File: src/rtl/acpd_pkg.sv
package acpd_pkg;

  localparam int PCT_W      = 7;
  localparam int MIN_W      = 12;
  localparam int CFG_IDX_W  = 1;
  localparam int CFG_DATA_W = 12;

  localparam int WIN_N      = 10;
  localparam int FILL_W     = 4;
  localparam int PHASE_W    = 3;
  localparam int TRIM_SHIFT = 3;

  localparam logic [FILL_W-1:0] WIN_FULL = 4'd10;

  localparam logic [PCT_W-1:0] PCT_FULL = 7'd100;
  localparam logic [PCT_W-1:0] PCT_RST  = 7'd10;
  localparam logic [MIN_W-1:0] MIN_RST  = 12'd100;

  // floor(x / 100) == (x * RECIP_K) >> RECIP_SHIFT for x below 2**23
  localparam int RECIP_W     = 26;
  localparam int RECIP_SHIFT = 32;
  localparam logic [RECIP_W-1:0] RECIP_K = 26'd42949673;

  localparam logic [CFG_IDX_W-1:0] CFG_MARGIN_PERCENT = 1'd0;
  localparam logic [CFG_IDX_W-1:0] CFG_MIN_LEVEL      = 1'd1;

endpackage

File: src/rtl/acpd_in_if.sv
interface acpd_in_if #(
  parameter int SAMPLE_BITS = 12
);
  logic                   valid;
  logic                   ready;
  logic [SAMPLE_BITS-1:0] sample;

  modport source (output valid, output sample, input ready);
  modport sink   (input valid, input sample, output ready);
endinterface

File: src/rtl/acpd_out_if.sv
interface acpd_out_if #(
  parameter int SAMPLE_BITS = 12
);
  logic                   valid;
  logic                   ready;
  logic                   card_present;
  logic [SAMPLE_BITS-1:0] baseline_out;
  logic [SAMPLE_BITS-1:0] margin_out;
  logic                   calibrated;

  modport source (output valid, output card_present, output baseline_out,
                  output margin_out, output calibrated, input ready);
  modport sink   (input valid, input card_present, input baseline_out,
                  input margin_out, input calibrated, output ready);
endinterface

File: src/rtl/acpd_cfg.sv
module acpd_cfg (
  input  logic                               clk,
  input  logic                               rst_n,
  input  logic                               cfg_we,
  input  logic [acpd_pkg::CFG_IDX_W-1:0]     cfg_idx,
  input  logic [acpd_pkg::CFG_DATA_W-1:0]    cfg_wdata,
  output logic [acpd_pkg::PCT_W-1:0]         pct,
  output logic [acpd_pkg::MIN_W-1:0]         min_level
);

  logic [acpd_pkg::PCT_W-1:0] pct_r;
  logic [acpd_pkg::MIN_W-1:0] min_r;

  always_ff @(posedge clk) begin
    if (!rst_n) begin
      pct_r <= acpd_pkg::PCT_RST;
      min_r <= acpd_pkg::MIN_RST;
    end else if (cfg_we) begin
      unique case (cfg_idx)
        acpd_pkg::CFG_MARGIN_PERCENT: pct_r <= cfg_wdata[acpd_pkg::PCT_W-1:0];
        acpd_pkg::CFG_MIN_LEVEL:      min_r <= cfg_wdata[acpd_pkg::MIN_W-1:0];
        default: ;
      endcase
    end
  end

  // clamp so the margin never exceeds the baseline
  assign pct       = (pct_r > acpd_pkg::PCT_FULL) ? acpd_pkg::PCT_FULL : pct_r;
  assign min_level = min_r;

endmodule

File: src/rtl/acpd_track.sv
module acpd_track #(
  parameter int SAMPLE_BITS    = 12,
  parameter int RECHECK_PERIOD = 5
) (
  input  logic                          clk,
  input  logic                          rst_n,
  acpd_in_if.sink                       in_if,
  input  logic [acpd_pkg::PCT_W-1:0]    cfg_pct,
  output logic                          trk_valid,
  input  logic                          trk_ready,
  output logic [SAMPLE_BITS-1:0]        trk_sample,
  output logic [SAMPLE_BITS-1:0]        trk_base,
  output logic [acpd_pkg::PCT_W-1:0]    trk_pct,
  output logic                          trk_cal
);

  localparam int PW   = SAMPLE_BITS + acpd_pkg::PCT_W;
  localparam int SUMW = SAMPLE_BITS + acpd_pkg::FILL_W;
  localparam int NP   = acpd_pkg::WIN_N / 2;

  logic                            a_valid_r;
  logic [SAMPLE_BITS-1:0]          a_sample_r;
  logic [SAMPLE_BITS-1:0]          win_r [acpd_pkg::WIN_N];
  logic [acpd_pkg::FILL_W-1:0]     fill_r;
  logic [SAMPLE_BITS-1:0]          base_r;
  logic [acpd_pkg::PCT_W-1:0]      pct_r;
  logic [acpd_pkg::PHASE_W-1:0]    phase_r;

  logic [acpd_pkg::PHASE_W-1:0]    phase_base;
  logic [acpd_pkg::PHASE_W-1:0]    phase_nxt;
  logic [SAMPLE_BITS-1:0]          diff;
  logic [PW-1:0]                   prod;
  logic [PW-1:0]                   lim;
  logic                            outside;
  logic                            full;
  logic                            take;
  logic                            fire;
  logic [SAMPLE_BITS-1:0]          sh   [acpd_pkg::WIN_N];
  logic [SUMW-1:0]                 psum [NP];
  logic [SAMPLE_BITS-1:0]          pmax [NP];
  logic [SAMPLE_BITS-1:0]          pmin [NP];
  logic [SUMW-1:0]                 tot;
  logic [SAMPLE_BITS-1:0]          hi;
  logic [SAMPLE_BITS-1:0]          lo;
  logic [SUMW-1:0]                 trimmed;
  logic [SAMPLE_BITS-1:0]          base_nxt;
  logic [acpd_pkg::FILL_W-1:0]     fill_nxt;

  assign in_if.ready = !a_valid_r || trk_ready;
  assign fire        = a_valid_r && trk_ready;

  always_ff @(posedge clk) begin
    if (!rst_n) begin
      a_valid_r <= 1'b0;
    end else if (in_if.ready) begin
      a_valid_r <= in_if.valid;
    end
  end

  always_ff @(posedge clk) begin
    if (in_if.valid && in_if.ready) begin
      a_sample_r <= in_if.sample;
    end
  end

  always_comb begin
    phase_base = (phase_r >= acpd_pkg::PHASE_W'(RECHECK_PERIOD)) ? '0 : phase_r;
    phase_nxt  = phase_base + 1'b1;
    diff       = (a_sample_r >= base_r) ? (a_sample_r - base_r) : (base_r - a_sample_r);
    prod       = PW'(base_r) * PW'(pct_r);
    lim        = PW'(diff) * PW'(acpd_pkg::PCT_FULL);
    outside    = prod < lim;
    full       = fill_r == acpd_pkg::WIN_FULL;
    take       = (fill_r == '0) ||
                 (((phase_nxt == acpd_pkg::PHASE_W'(RECHECK_PERIOD)) || !full) && !outside);
  end

  always_comb begin
    for (int k = 0; k < acpd_pkg::WIN_N - 1; k++) begin
      sh[k] = win_r[k+1];
    end
    sh[acpd_pkg::WIN_N-1] = a_sample_r;
    for (int j = 0; j < NP; j++) begin
      psum[j] = SUMW'(sh[2*j]) + SUMW'(sh[2*j+1]);
      pmax[j] = (sh[2*j] > sh[2*j+1]) ? sh[2*j] : sh[2*j+1];
      pmin[j] = (sh[2*j] < sh[2*j+1]) ? sh[2*j] : sh[2*j+1];
    end
    tot = (psum[0] + psum[1]) + (psum[2] + psum[3]) + psum[4];
    hi  = pmax[0];
    lo  = pmin[0];
    for (int j = 1; j < NP; j++) begin
      if (pmax[j] > hi) begin
        hi = pmax[j];
      end
      if (pmin[j] < lo) begin
        lo = pmin[j];
      end
    end
    trimmed  = (tot - SUMW'(hi) - SUMW'(lo)) >> acpd_pkg::TRIM_SHIFT;
    base_nxt = full ? trimmed[SAMPLE_BITS-1:0] : a_sample_r;
    fill_nxt = (take && !full) ? (fill_r + 1'b1) : fill_r;
  end

  always_ff @(posedge clk) begin
    if (!rst_n) begin
      fill_r  <= '0;
      base_r  <= '0;
      pct_r   <= '0;
      phase_r <= '0;
    end else if (fire) begin
      phase_r <= phase_nxt;
      fill_r  <= fill_nxt;
      if (take) begin
        base_r <= base_nxt;
        pct_r  <= cfg_pct;
      end
    end
  end

  always_ff @(posedge clk) begin
    if (fire && take) begin
      for (int k = 0; k < acpd_pkg::WIN_N; k++) begin
        if (full) begin
          win_r[k] <= sh[k];
        end else if (fill_r == acpd_pkg::FILL_W'(k)) begin
          win_r[k] <= a_sample_r;
        end
      end
    end
  end

  assign trk_valid  = a_valid_r;
  assign trk_sample = a_sample_r;
  assign trk_base   = take ? base_nxt : base_r;
  assign trk_pct    = take ? cfg_pct : pct_r;
  assign trk_cal    = fill_nxt == acpd_pkg::WIN_FULL;

endmodule

File: src/rtl/acpd_detect.sv
module acpd_detect #(
  parameter int SAMPLE_BITS = 12
) (
  input  logic                          clk,
  input  logic                          rst_n,
  input  logic                          trk_valid,
  output logic                          trk_ready,
  input  logic [SAMPLE_BITS-1:0]        trk_sample,
  input  logic [SAMPLE_BITS-1:0]        trk_base,
  input  logic [acpd_pkg::PCT_W-1:0]    trk_pct,
  input  logic                          trk_cal,
  input  logic [acpd_pkg::MIN_W-1:0]    min_level,
  acpd_out_if.source                    out_if
);

  localparam int PW   = SAMPLE_BITS + acpd_pkg::PCT_W;
  localparam int MW   = PW + acpd_pkg::RECIP_W;
  localparam int CMPW = (SAMPLE_BITS > acpd_pkg::MIN_W) ? SAMPLE_BITS : acpd_pkg::MIN_W;

  logic                         b_valid_r;
  logic [SAMPLE_BITS-1:0]       b_sample_r;
  logic [SAMPLE_BITS-1:0]       b_base_r;
  logic [acpd_pkg::PCT_W-1:0]   b_pct_r;
  logic                         b_cal_r;

  logic                         c_valid_r;
  logic [PW-1:0]                c_prod_r;
  logic [SAMPLE_BITS-1:0]       c_base_r;
  logic                         c_present_r;
  logic                         c_cal_r;

  logic                         o_valid_r;
  logic                         o_present_r;
  logic [SAMPLE_BITS-1:0]       o_base_r;
  logic [SAMPLE_BITS-1:0]       o_margin_r;
  logic                         o_cal_r;

  logic                         c_ready;
  logic                         o_ready;
  logic [SAMPLE_BITS-1:0]       b_diff;
  logic [PW-1:0]                b_prod;
  logic [PW-1:0]                b_lim;
  logic                         b_present;
  logic [MW-1:0]                c_scaled;

  assign o_ready   = !o_valid_r || out_if.ready;
  assign c_ready   = !c_valid_r || o_ready;
  assign trk_ready = !b_valid_r || c_ready;

  always_comb begin
    b_diff    = (b_sample_r >= b_base_r) ? (b_sample_r - b_base_r)
                                         : (b_base_r - b_sample_r);
    b_prod    = PW'(b_base_r) * PW'(b_pct_r);
    b_lim     = PW'(b_diff) * PW'(acpd_pkg::PCT_FULL);
    b_present = (CMPW'(b_sample_r) >= CMPW'(min_level)) && (b_prod < b_lim);
    c_scaled  = MW'(c_prod_r) * MW'(acpd_pkg::RECIP_K);
  end

  always_ff @(posedge clk) begin
    if (!rst_n) begin
      b_valid_r <= 1'b0;
      c_valid_r <= 1'b0;
      o_valid_r <= 1'b0;
    end else begin
      if (trk_ready) begin
        b_valid_r <= trk_valid;
      end
      if (c_ready) begin
        c_valid_r <= b_valid_r;
      end
      if (o_ready) begin
        o_valid_r <= c_valid_r;
      end
    end
  end

  always_ff @(posedge clk) begin
    if (trk_valid && trk_ready) begin
      b_sample_r <= trk_sample;
      b_base_r   <= trk_base;
      b_pct_r    <= trk_pct;
      b_cal_r    <= trk_cal;
    end
    if (b_valid_r && c_ready) begin
      c_prod_r    <= b_prod;
      c_base_r    <= b_base_r;
      c_present_r <= b_present;
      c_cal_r     <= b_cal_r;
    end
    if (c_valid_r && o_ready) begin
      o_present_r <= c_present_r;
      o_base_r    <= c_base_r;
      o_margin_r  <= c_scaled[acpd_pkg::RECIP_SHIFT +: SAMPLE_BITS];
      o_cal_r     <= c_cal_r;
    end
  end

  assign out_if.valid        = o_valid_r;
  assign out_if.card_present = o_present_r;
  assign out_if.baseline_out = o_base_r;
  assign out_if.margin_out   = o_margin_r;
  assign out_if.calibrated   = o_cal_r;

endmodule

File: src/rtl/adc_card_presence_detector_top.sv
// Channel   Dir  Beat / write
// in_if     in   sample
// out_if    out  card_present, baseline_out, margin_out, calibrated
// cfg_*     in   cfg_we, cfg_idx (0 margin percent, 1 min level), cfg_wdata
//
// One beat per cycle in each direction while out_if.ready stays high; a result is
// valid after input register, band test, margin multiply and output register.
// The baseline and window update in the cycle a sample leaves the input register.
// rst_n is synchronous: it empties every stage and clears fill count, baseline,
// phase and margin; the window holds no reset and is read only once full.
// Each stage holds its beat while the next one is full and stalled.
module adc_card_presence_detector_top #(
  parameter int SAMPLE_BITS    = 12,
  parameter int RECHECK_PERIOD = 5
) (
  input  logic                             clk,
  input  logic                             rst_n,
  acpd_in_if.sink                          in_if,
  acpd_out_if.source                       out_if,
  input  logic                             cfg_we,
  input  logic [acpd_pkg::CFG_IDX_W-1:0]   cfg_idx,
  input  logic [acpd_pkg::CFG_DATA_W-1:0]  cfg_wdata
);

  logic [acpd_pkg::PCT_W-1:0]  pct;
  logic [acpd_pkg::MIN_W-1:0]  min_level;
  logic                        trk_valid;
  logic                        trk_ready;
  logic [SAMPLE_BITS-1:0]      trk_sample;
  logic [SAMPLE_BITS-1:0]      trk_base;
  logic [acpd_pkg::PCT_W-1:0]  trk_pct;
  logic                        trk_cal;

  acpd_cfg u_cfg (
    .clk       (clk),
    .rst_n     (rst_n),
    .cfg_we    (cfg_we),
    .cfg_idx   (cfg_idx),
    .cfg_wdata (cfg_wdata),
    .pct       (pct),
    .min_level (min_level)
  );

  acpd_track #(
    .SAMPLE_BITS    (SAMPLE_BITS),
    .RECHECK_PERIOD (RECHECK_PERIOD)
  ) u_track (
    .clk        (clk),
    .rst_n      (rst_n),
    .in_if      (in_if),
    .cfg_pct    (pct),
    .trk_valid  (trk_valid),
    .trk_ready  (trk_ready),
    .trk_sample (trk_sample),
    .trk_base   (trk_base),
    .trk_pct    (trk_pct),
    .trk_cal    (trk_cal)
  );

  acpd_detect #(
    .SAMPLE_BITS (SAMPLE_BITS)
  ) u_detect (
    .clk        (clk),
    .rst_n      (rst_n),
    .trk_valid  (trk_valid),
    .trk_ready  (trk_ready),
    .trk_sample (trk_sample),
    .trk_base   (trk_base),
    .trk_pct    (trk_pct),
    .trk_cal    (trk_cal),
    .min_level  (min_level),
    .out_if     (out_if)
  );

endmodule

File: src/flat_wrapper.sv
// flat-port wrapper written by rule: the top's interface ports become plain ports
module adc_card_presence_detector_top_flat 
#(
  parameter int SAMPLE_BITS    = 12,
  parameter int RECHECK_PERIOD = 5
)
  (clk, rst_n, cfg_we, cfg_idx, cfg_wdata, in_if_valid, in_if_sample, in_if_ready, out_if_valid, out_if_card_present, out_if_baseline_out, out_if_margin_out, out_if_calibrated, out_if_ready);
  acpd_in_if #(.SAMPLE_BITS(SAMPLE_BITS)) in_if_i ();
  acpd_out_if #(.SAMPLE_BITS(SAMPLE_BITS)) out_if_i ();
  input  logic clk;
  input  logic rst_n;
  input  logic cfg_we;
  input  logic [acpd_pkg::CFG_IDX_W-1:0] cfg_idx;
  input  logic [acpd_pkg::CFG_DATA_W-1:0] cfg_wdata;
  input wire logic [$bits(in_if_i.valid)-1:0] in_if_valid;
  input wire logic [$bits(in_if_i.sample)-1:0] in_if_sample;
  output wire logic [$bits(in_if_i.ready)-1:0] in_if_ready;
  output wire logic [$bits(out_if_i.valid)-1:0] out_if_valid;
  output wire logic [$bits(out_if_i.card_present)-1:0] out_if_card_present;
  output wire logic [$bits(out_if_i.baseline_out)-1:0] out_if_baseline_out;
  output wire logic [$bits(out_if_i.margin_out)-1:0] out_if_margin_out;
  output wire logic [$bits(out_if_i.calibrated)-1:0] out_if_calibrated;
  input wire logic [$bits(out_if_i.ready)-1:0] out_if_ready;
  assign in_if_i.valid = in_if_valid;
  assign in_if_i.sample = in_if_sample;
  assign in_if_ready = in_if_i.ready;
  assign out_if_valid = out_if_i.valid;
  assign out_if_card_present = out_if_i.card_present;
  assign out_if_baseline_out = out_if_i.baseline_out;
  assign out_if_margin_out = out_if_i.margin_out;
  assign out_if_calibrated = out_if_i.calibrated;
  assign out_if_i.ready = out_if_ready;
  adc_card_presence_detector_top #(.SAMPLE_BITS(SAMPLE_BITS), .RECHECK_PERIOD(RECHECK_PERIOD)) u_core (.clk(clk), .rst_n(rst_n), .in_if(in_if_i), .out_if(out_if_i), .cfg_we(cfg_we), .cfg_idx(cfg_idx), .cfg_wdata(cfg_wdata));
endmodule
File: config.mk
export PLATFORM = sky130hd
export DESIGN_NAME = adc_card_presence_detector_top_flat
export DESIGN_NICKNAME = d
export VERILOG_FILES = /design/src/rtl/acpd_pkg.sv /design/src/rtl/acpd_in_if.sv /design/src/rtl/acpd_out_if.sv /design/src/rtl/acpd_cfg.sv /design/src/rtl/acpd_track.sv /design/src/rtl/acpd_detect.sv /design/src/rtl/adc_card_presence_detector_top.sv /design/src/flat_wrapper.sv
export SDC_FILE = /design/constraint.sdc
export NUM_CORES = 2
export LEC_CHECK = 0
export BUFFER_PORTS_ARGS = -buffer_cell sky130_fd_sc_hd__buf_2
export CORE_ASPECT_RATIO = 0.6
export CORE_MARGIN = 3
export CORE_UTILIZATION = 40
export DETAILED_ROUTE_END_ITERATION = 10
export GPL_ROUTABILITY_DRIVEN = 0
export SLEW_MARGIN = 20
export SYNTH_ARGS = -nofsm -noshare
export SYNTH_HDL_FRONTEND = slang
export SYNTH_SLANG_ARGS = --single-unit
File: constraint.sdc
create_clock -name clk -period 18.8 [get_ports clk]
set_input_delay 3.76 -clock clk [delete_from_list [all_inputs] [get_ports clk]]
set_output_delay 3.76 -clock clk [all_outputs]
set_load 0.01 [all_outputs]
==> flow_summary.yaml <==
global_route:
  use_met2_pct: 27.6
  gr-total-overflow: 0
  gr-usage-met3_pct: 9.38
  top_usage_layer: "met1"
  grt_pass1_vias: 26200
  met1_usage_pct: 38.4
  antenna_found_initial: 4
  grt_max_degree: 62
  grt.total_usage_pct: 23.3
  grt_pass1_wl_um: 167000
clocking:
  ctsHtreeMaxLevel: 1
  clock_path_buffers: 3
  cts_resized: 0
  hold_buffers: 0
  cts.sinks: 260
  cts_made_buffers: 31
  cts_setup_buffers: 0
  cts_tree: "yes"
  clk_pin_slew_ns: 0.07
  clock_latency_ns: 0.63
  cts-root-buf: "clkbuf_16"
setup_path:
  worstPathArrival_ns: 17.52
  cp_max_fo: 23
  reg2reg_slack_ns: 1.65
  cp_slowest_cell: "a41oi_2"
  worst_path_most_repeated_cell: "a21oi_1"
  cp_data_required_time_ns: 19.17
  slowest_delay_ns: 0.72
  cp-end-kind: "flop"
  setup.worst_path.start_class: "flop"
  path_class: "flop to flop"
floorplan:
  die-area_mm2: 0.0950
  fp.dieW_um: 396
  ioPinCount: 58
  die_h_um: 240
  core-area_mm2: 0.0901
  num_rows: 85
  initial_core_util_pct: 40.5
sta:
  finalMaxSlewViolations: 0
  tns_ns: 0
  final-setup-viol-count: 0
  hold_viol_final: 0
  setup_ws_ns: 1.65
  fin_crit_sh_pct: 91.2
  rsz0062_at_grt: "no"
  slew_headroom_pct: 21.7
  fin_crit_ns: 17.15
  clock_skew_ns: 0.0200
  tightest_slew_ns: 1.16
  fmax_ghz: 0.0583
placement:
  dp_cells: 5009
  place_area_mm2: 0.0383
  place_ws_ns: 1.48
  hpwlAfterDp_um: 92400
  port_buffers: 57
layout:
  syn_to_final_growth_pct: 7.99
  fin_area_mm2: 0.0394
  drive_above_1_share_pct: 7.40
  fill_cells: 8679
  final_net_count: 4835
  final_cells: 5070
route:
  post-route-drc-count: 0
  drt-initial-drc-count: 2455
  wl_per_cell_um: 21.6
  drt-vias-per-instance: 5.31
  wl_um: 109000
  vias: 26900
  drtPass1Iterations: 7
  ant_nets: 0
synthesis:
  netlist_instances: 3781
  avgSynthCellArea_um2: 9.65
  synthesis.area_mm2: 0.0365
  ys_ff_latch: 260
  synth_edf_count: 211
  synth_area_leader_cell: "fa_1"
  synthFlopType: "edfxtp_1"
  netlist_top_cells_area: "fa_1, ha_1, edfxtp_1"
  synth_fp_nets: 4791
  ys_seq_area_share_pct: 20.1
  synth-async-reset-ratio_pct: 0
  synth_cell_types: 85
  yosysWarningCount: 0
  yosysTopAreaCellShare_pct: 21.1
min_path:
  hp-class: "flop to flop"
run_status:
  status: "finished, final reports clean"
flow_run:
  maxCapViolCount: 0
[critical path: cells and delay by family (launching register included)]
family / cells / cell delay, ns
adders and majority gates: 11 / 4.51
AOI/OAI and AO/OA: 32 / 8.00
and+or+nand+nor: 10 / 1.33
DFF: 1 / 0.42
buffers and inverters: 7 / 0.94
xor gates and xnor gates: 1 / 0.16
muxes: 4 / 1.52
[synth_stat cells (73+ instances only)]
cell type,instances
clkbuf_1,73
mux2_2,93
a21oi_1,183
mux2i_1,136
nor2_1,142
a21o_1,75
fa_1,384
o21ai_0,141
inv_1,791
edfxtp_1,211
ha_1,596
nand2_1,283
[placed cells by master, fill, tap and decap left out, types with 19 or more instances in the layout]
master	instances
clkbuf_16	32
nand3_1	38
a21boi_0	34
o211ai_1	19
and2_1	63
mux2i_1	136
ha_1	596
a21o_1	75
nor2_1	142
nor2b_1	36
edfxtp_1	211
xor2_1	26
o21a_1	44
inv_1	791
fa_1	384
xnor2_1	69
o21ai_0	140
nand2b_1	35
dfxtp_1	49
buf_2	57
a21oi_1	182
mux2_2	93
nand4_1	33
nand2_1	283
buf_4	46
[flip-flops by register name (all words and copies together), names as in the netlist, 3 cells and up]
name,flops
u_core.u_detect.b_pct_r,7
u_core.u_track.fill_r,4
u_core.u_detect.out_if.margin_out,12
u_core.u_detect.out_if.baseline_out,12
u_core.u_track.phase_r,3
u_core.u_track.trk_sample,12
u_core.u_detect.c_base_r,12
u_core.u_track.base_r,12
u_core.u_cfg.min_level,12
u_core.u_detect.c_prod_r,19
u_core.u_cfg.pct_r,7
u_core.u_detect.b_sample_r,12
u_core.u_track.win_r,108
u_core.u_track.pct_r,7
u_core.u_detect.b_base_r,12
[layer usage]
layer | vias up | routed length, um | part of all wire (%)
met4 | 2 | 1150 | 1.1
met5 | - | 116 | 0.11
met3 | 75 | 14500 | 13
met1 | 13100 | 57100 | 52
li1 | 12700 | - | -
met2 | 1080 | 36400 | 33
[final cells by class]
cell class | instances | area [um2] | area share [%]
repair buffers | 104 | 658 | 1.67
diodes | 2 | 5.00 | 0.0127
clock buffers | 40 | 881 | 2.24
multi-input cells | 2636 | 25900 | 65.7
inverters | 792 | 2970 | 7.55
well taps | 1218 | 1520 | 3.87
flip-flops and latches | 260 | 7320 | 18.6
clock inverters | 18 | 148 | 0.375
[path summary, 6_finish.rpt]
kind | startpoint | end | cells after the start
setup / recovery | u_core.u_track.win_r[2][3] | u_core.u_detect.b_base_r[11] | 65
hold / removal | u_core.u_detect.c_base_r[1] | u_core.u_detect.out_if.baseline_out[1] | 0
setup reg to reg | u_core.u_track.win_r[2][3] | u_core.u_detect.b_base_r[11] | 65
hold reg to reg | u_core.u_detect.c_base_r[1] | u_core.u_detect.out_if.baseline_out[1] | 0
[per-stage QoR]
step	utilization, %	hold slack, ns
final	43.7	0.422
after global routing	43.7	0.436
after CTS	43.7	0.425
after detailed placement	42.5	0.412
after global placement	42.5	0.407
after floorplan	-	0.400
[cells by family after synthesis]
kind of cell	Yosys count	synth area share, %
muxes	233	6.72
and+or+nand+nor	700	9.06
adders and majority gates	982	41.6
AOI/OAI and AO/OA	626	11.1
buffers and inverters	885	9.18
xor gates and xnor gates	95	2.28
DFF	260	20.1
Power is not shown: default switching activity piles up to over one toggle a cycle in this logic, so the estimate is an artifact.
